--- config.mk ---
export PLATFORM = sky130hd
export DESIGN_NAME = sacf_ctrl
export DESIGN_NICKNAME = d
export VERILOG_FILES = /design/src/rtl/set_assoc_cache_fifo_defines.svh /design/src/rtl/sacf_pkg.sv /design/src/rtl/sacf_ctrl.sv
export SDC_FILE = /design/constraint.sdc
export NUM_CORES = 1
export LEC_CHECK = 0
export CAP_MARGIN = 10
export CORE_MARGIN = 2
export CORE_UTILIZATION = 50
export DETAILED_ROUTE_END_ITERATION = 10
export DONT_BUFFER_PORTS = 1
export REMOVE_ABC_BUFFERS = 1
export SYNTH_ARGS = -nofsm -noshare
export SYNTH_HDL_FRONTEND = slang
export SYNTH_SLANG_ARGS = --single-unit
--- constraint.sdc ---
create_clock -name i_clk -period 3.8 [get_ports i_clk]
set_input_delay 0.38 -clock i_clk [delete_from_list [all_inputs] [get_ports i_clk]]
set_output_delay 0.38 -clock i_clk [all_outputs]
set_load 0.1 [all_outputs]
--- src/rtl/set_assoc_cache_fifo_defines.svh ---
// ----------------------------------------------------------------------------
// set_assoc_cache_fifo_defines
// Assertion macros used by the cache top level.
// ----------------------------------------------------------------------------
`ifndef SET_ASSOC_CACHE_FIFO_DEFINES_SVH
`define SET_ASSOC_CACHE_FIFO_DEFINES_SVH

// antecedent implies consequent in the same cycle
`define SACF_ASSERT_SAME(label, clk, rst_n, ante, cons) \
    label: assert property (@(posedge clk) disable iff (!rst_n) (ante) |-> (cons)) \
        else $error("cache assertion failed");

// antecedent implies consequent in the next cycle
`define SACF_ASSERT_NEXT(label, clk, rst_n, ante, cons) \
    label: assert property (@(posedge clk) disable iff (!rst_n) (ante) |=> (cons)) \
        else $error("cache assertion failed");

`endif

--- src/rtl/sacf_pkg.sv ---
// ----------------------------------------------------------------------------
// sacf_pkg
// Sizes, request codes and controller/datapath handshake types of the cache.
// ----------------------------------------------------------------------------
package sacf_pkg;

    localparam int MEM_WORDS  = 512;
    localparam int LINE_WORDS = 8;
    localparam int NUM_WAYS   = 4;
    localparam int NUM_SETS   = 4;

    localparam int ADDR_W  = $clog2(MEM_WORDS);
    localparam int DATA_W  = 32;
    localparam int CNT_W   = 32;
    localparam int OFF_W   = $clog2(LINE_WORDS);
    localparam int SET_W   = $clog2(NUM_SETS);
    localparam int WAY_W   = $clog2(NUM_WAYS);
    localparam int TAG_W   = ADDR_W - OFF_W - SET_W;
    localparam int BLK_W   = ADDR_W - OFF_W;
    localparam int LINE_AW = SET_W + WAY_W + OFF_W;

    localparam logic REQ_READ  = 1'b0;
    localparam logic REQ_WRITE = 1'b1;

    typedef struct packed {
        logic accept;
        logic lookup;
        logic mem_wr;
        logic fill;
        logic line_rd;
        logic line_wr;
        logic clear;
        logic finish;
    } t_cmd;

    typedef struct packed {
        logic req_valid;
        logic clear_last;
        logic lkp_hit;
        logic hit;
        logic is_write;
        logic fill_done;
        logic out_full;
    } t_sts;

endpackage

--- src/rtl/sacf_ctrl.sv ---
// ----------------------------------------------------------------------------
// sacf_ctrl
// Sequencer of the cache: memory init, lookup, write-through, line fill,
// line access and result hand-off.
// ----------------------------------------------------------------------------
module sacf_ctrl (
    input  logic           i_clk,
    input  logic           i_rst_n,
    input  sacf_pkg::t_sts i_sts,
    output sacf_pkg::t_cmd o_cmd
);
    import sacf_pkg::*;

    typedef enum logic [7:0] {
        S_CLEAR  = 8'b0000_0001,
        S_IDLE   = 8'b0000_0010,
        S_LOOKUP = 8'b0000_0100,
        S_MEMWR  = 8'b0000_1000,
        S_FILL   = 8'b0001_0000,
        S_LWRITE = 8'b0010_0000,
        S_LREAD  = 8'b0100_0000,
        S_RESP   = 8'b1000_0000
    } t_state;

    t_state r_state;
    t_state n_state;

    always_ff @(posedge i_clk) begin
        if (!i_rst_n) begin
            r_state <= S_CLEAR;
        end else begin
            r_state <= n_state;
        end
    end

    always_comb begin
        n_state = r_state;
        o_cmd   = '0;
        unique case (r_state)
            S_CLEAR: begin
                o_cmd.clear = 1'b1;
                if (i_sts.clear_last) begin
                    n_state = S_IDLE;
                end
            end
            S_IDLE: begin
                o_cmd.accept = 1'b1;
                if (i_sts.req_valid) begin
                    n_state = S_LOOKUP;
                end
            end
            S_LOOKUP: begin
                o_cmd.lookup = 1'b1;
                if (i_sts.is_write) begin
                    n_state = S_MEMWR;
                end else if (i_sts.lkp_hit) begin
                    n_state = S_LREAD;
                end else begin
                    n_state = S_FILL;
                end
            end
            S_MEMWR: begin
                o_cmd.mem_wr = 1'b1;
                n_state = i_sts.hit ? S_LWRITE : S_FILL;
            end
            S_FILL: begin
                o_cmd.fill = 1'b1;
                if (i_sts.fill_done) begin
                    n_state = i_sts.is_write ? S_RESP : S_LREAD;
                end
            end
            S_LWRITE: begin
                o_cmd.line_wr = 1'b1;
                n_state = S_RESP;
            end
            S_LREAD: begin
                o_cmd.line_rd = 1'b1;
                n_state = S_RESP;
            end
            S_RESP: begin
                if (!i_sts.out_full) begin
                    o_cmd.finish = 1'b1;
                    n_state = S_IDLE;
                end
            end
            default: begin
                n_state = S_CLEAR;
            end
        endcase
    end

endmodule

==> qor.yml <==
status:
  status: "completed"
grt:
  grt_overflow: 0
  antenna_found_initial: 0
  grt_max_degree: 14
  grt_pass1_vias: 479
  grt_first_pass_wirelength_um: 2170
  grtUsageTotal_pct: 21.1
floorplanning:
  dieArea_um2: 1600
  die_w_um: 40.0
  start_util_pct: 56.2
  fp.coreArea_um2: 1160
  io_pins: 17
  die_h_um: 40.0
  rows: 12
clock_tree:
  path_clk_slew_ns: 0.05
  clk_path_buf_depth: 2
  post_cts_buffers: 0
  cts_tree: "yes"
  hold_buffers: 0
  clock_sinks: 8
  htree_num_levels: 1
  cts_root_buf: "clkbuf_4"
  cts_buffers: 3
  clk_latency_ns: 0.26
  cts_resized: 0
layout:
  syn2layout_area_growth_pct: 9.25
  regMostFlops: "r_state"
  largest_reg_flops: 8
  top_regs: "r_state: 8 flops"
  fin_nets: 82
  drive_above_1_share_pct: 28.2
  n_antenna_cell: 0
  final_cell_area_um2: 709
  fin_util_pct: 61.4
power_and_ir_drop:
  p_seq_share_pct: 30.1
  netSwitchingFraction_pct: 48.6
  pwr-share-comb_pct: 56.4
  power.internal_w: 0.000259
  peakVddDrop_mv: 0.474
  p_switching_w: 0.000244
  power_density_nw_per_um2: 710
  p_leak_nw: 0.281
  power_w: 0.000503
  power_frac_clock_pct: 13.5
logic_synthesis:
  synth-async-reset-ratio_pct: 0
  post-synth-top-area-cell: "dfxtp_1"
  avgSynthCellArea_um2: 9.15
  synth_top_cells_by_count: "8 x dfxtp_1, 6 x nor2_1"
  synth-edff-count: 0
  synth_cell_type_count: 36
  synth_seq_area_share_pct: 24.7
  ys_ff_latch: 8
  synth_cells: 71
  synth.area.top_cells: "dfxtp_1 25%, buf_6 5.2%, nor3_4 5.0%, nor4b_4 3.7%, nor2_1 3.5%"
  synth_top_area_share_pct: 24.7
  synth_area_um2: 649
  ys.flop_type: "dfxtp_1"
  yosysWarnings: 0
  synth.most_common_cell: "dfxtp_1"
setup_path:
  cp_data_arrival_time_ns: 2.08
  worstReg2RegEnd: "r_state[5]"
  worstSetupStartpoint: "r_state[7]"
  crit_required_ns: 3.42
  worstPathMaxFanout: 13
  r2r_start: "r_state[7]"
  critical_path_class: "register to primary output"
  setup.worst_path.end: "o_cmd[0]"
  regToRegSetupSlack_ns: 1.71
  end_kind: "primary output"
  cpMaxStageDelayCell: "nor2_2"
  r2r_cells: 3
  crit_chain: "nand4_1 > nor2_2"
  crit_path_start_kind: "register"
  worst_path_largest_cell_delay_ns: 0.86
timing:
  hold_slack_ns: 0.186
  period_share_pct: 64.7
  finClkSkew_ns: 0.0144
  fmax_mhz: 407
  hold_viol: 0
  relSlewSlack_pct: 29.5
  rsz0062_at_grt: "no"
  period_needed_ns: 2.46
  worstMarginPinSlew_ns: 1.06
  slew_violations: 0
  setup_viol: 0
route:
  drtAntennaViolNets: 0
  drt-total-wl_um: 1350
  drt_first_iter_violations: 22
  wl_per_cell_um: 15.9
  drtPass1Iterations: 4
  drc: 0
  vias: 539
  avgViaCountPerCell: 6.34
job:
  max_cap_violations: 0
place:
  gp_congestion: 0.681
  dpl.hpwl_um: 987
  placed_cell_area_um2: 687
  port-buffer-count: 0
min_path:
  holdCritPathClass: "input pin to register"
  min_from: "i_sts[2]"
==> routing by layer <==
metal,routed length [um],global-route usage [%],vias up
li1,-,-,271
met1,694,29.3,250
met2,571,27.8,18
met3,87,11.1,0
met4,0,5.17,0
met5,0,0,-
==> cells by family after synthesis <==
| family | Yosys count | synth area share [%] |
|---|---|---|
| AND/OR/NAND/NOR | 38 | 44.9 |
| AO/OA/AOI/OAI | 16 | 19.8 |
| flip-flops | 8 | 24.7 |
| buffers and inverters | 7 | 7.90 |
| XOR/XNOR | 2 | 2.70 |
==> stage by stage <==
step | setup slack [ns] | TNS [ns] | instances
floorplan | -0.543 | -0.543 | 66
global placement | 1.64 | 0 | 82
detailed placement | 1.63 | 0 | 82
CTS | 1.36 | 0 | 85
global route | 1.23 | 0 | 85
finish | 1.34 | 0 | 85
==> worst min path at each step <==
| stage | endpoint | depth (start not counted) |
|---|---|---|
| after global routing | r_state[6] | 1 |
| after floorplan | r_state[6] | 1 |
| final | r_state[6] | 1 |
| after CTS | r_state[6] | 1 |
| after global placement | r_state[6] | 1 |
| after detailed placement | r_state[6] | 1 |
==> area by class of cell <==
cell class	instances	area (um2)
flip-flops and latches	8	160
well taps	14	17.5
fillers	100	447
multi-input cells	56	452
repair buffers	2	50.0
clock buffers	3	22.5
inverters	2	7.51
==> placed cells by master, fill, tap and decap left out, types with 2 or more instances in the layout <==
cell type,Yosys,final
clkbuf_4,0,3
and3_1,2,2
nand2b_1,2,2
nor4b_2,1,2
dfxtp_1,8,8
nor3_1,3,2
inv_1,2,2
nand2_2,2,2
a21oi_1,2,2
clkbuf_16,0,2
nand3_1,3,3
nor3_4,2,2
nor2b_1,2,2
nand4_1,3,3
nor3b_1,2,2
o21ai_0,3,3
nor2_1,6,5
nand2_1,2,2
o211ai_1,3,3
==> power groups by stage <==
stage / Clock, W / Sequential [W] / Combinational, W
after global placement: 0 / 0.000151 / 0.000283
after global routing: 0.0000766 / 0.000155 / 0.000303
after detailed placement: 0 / 0.000152 / 0.000283
after floorplan: 0 / 0.000139 / 0.000208
after CTS: 0.0000694 / 0.000150 / 0.000284
final: 0.0000681 / 0.000151 / 0.000284
==> critical path: cells and delay by family (launching register included) <==
kind	cells	cell delay, ns
DFF	1	0.72
and+or+nand+nor	2	1.10
No activity file was read; power rests on OpenSTA's default activity.
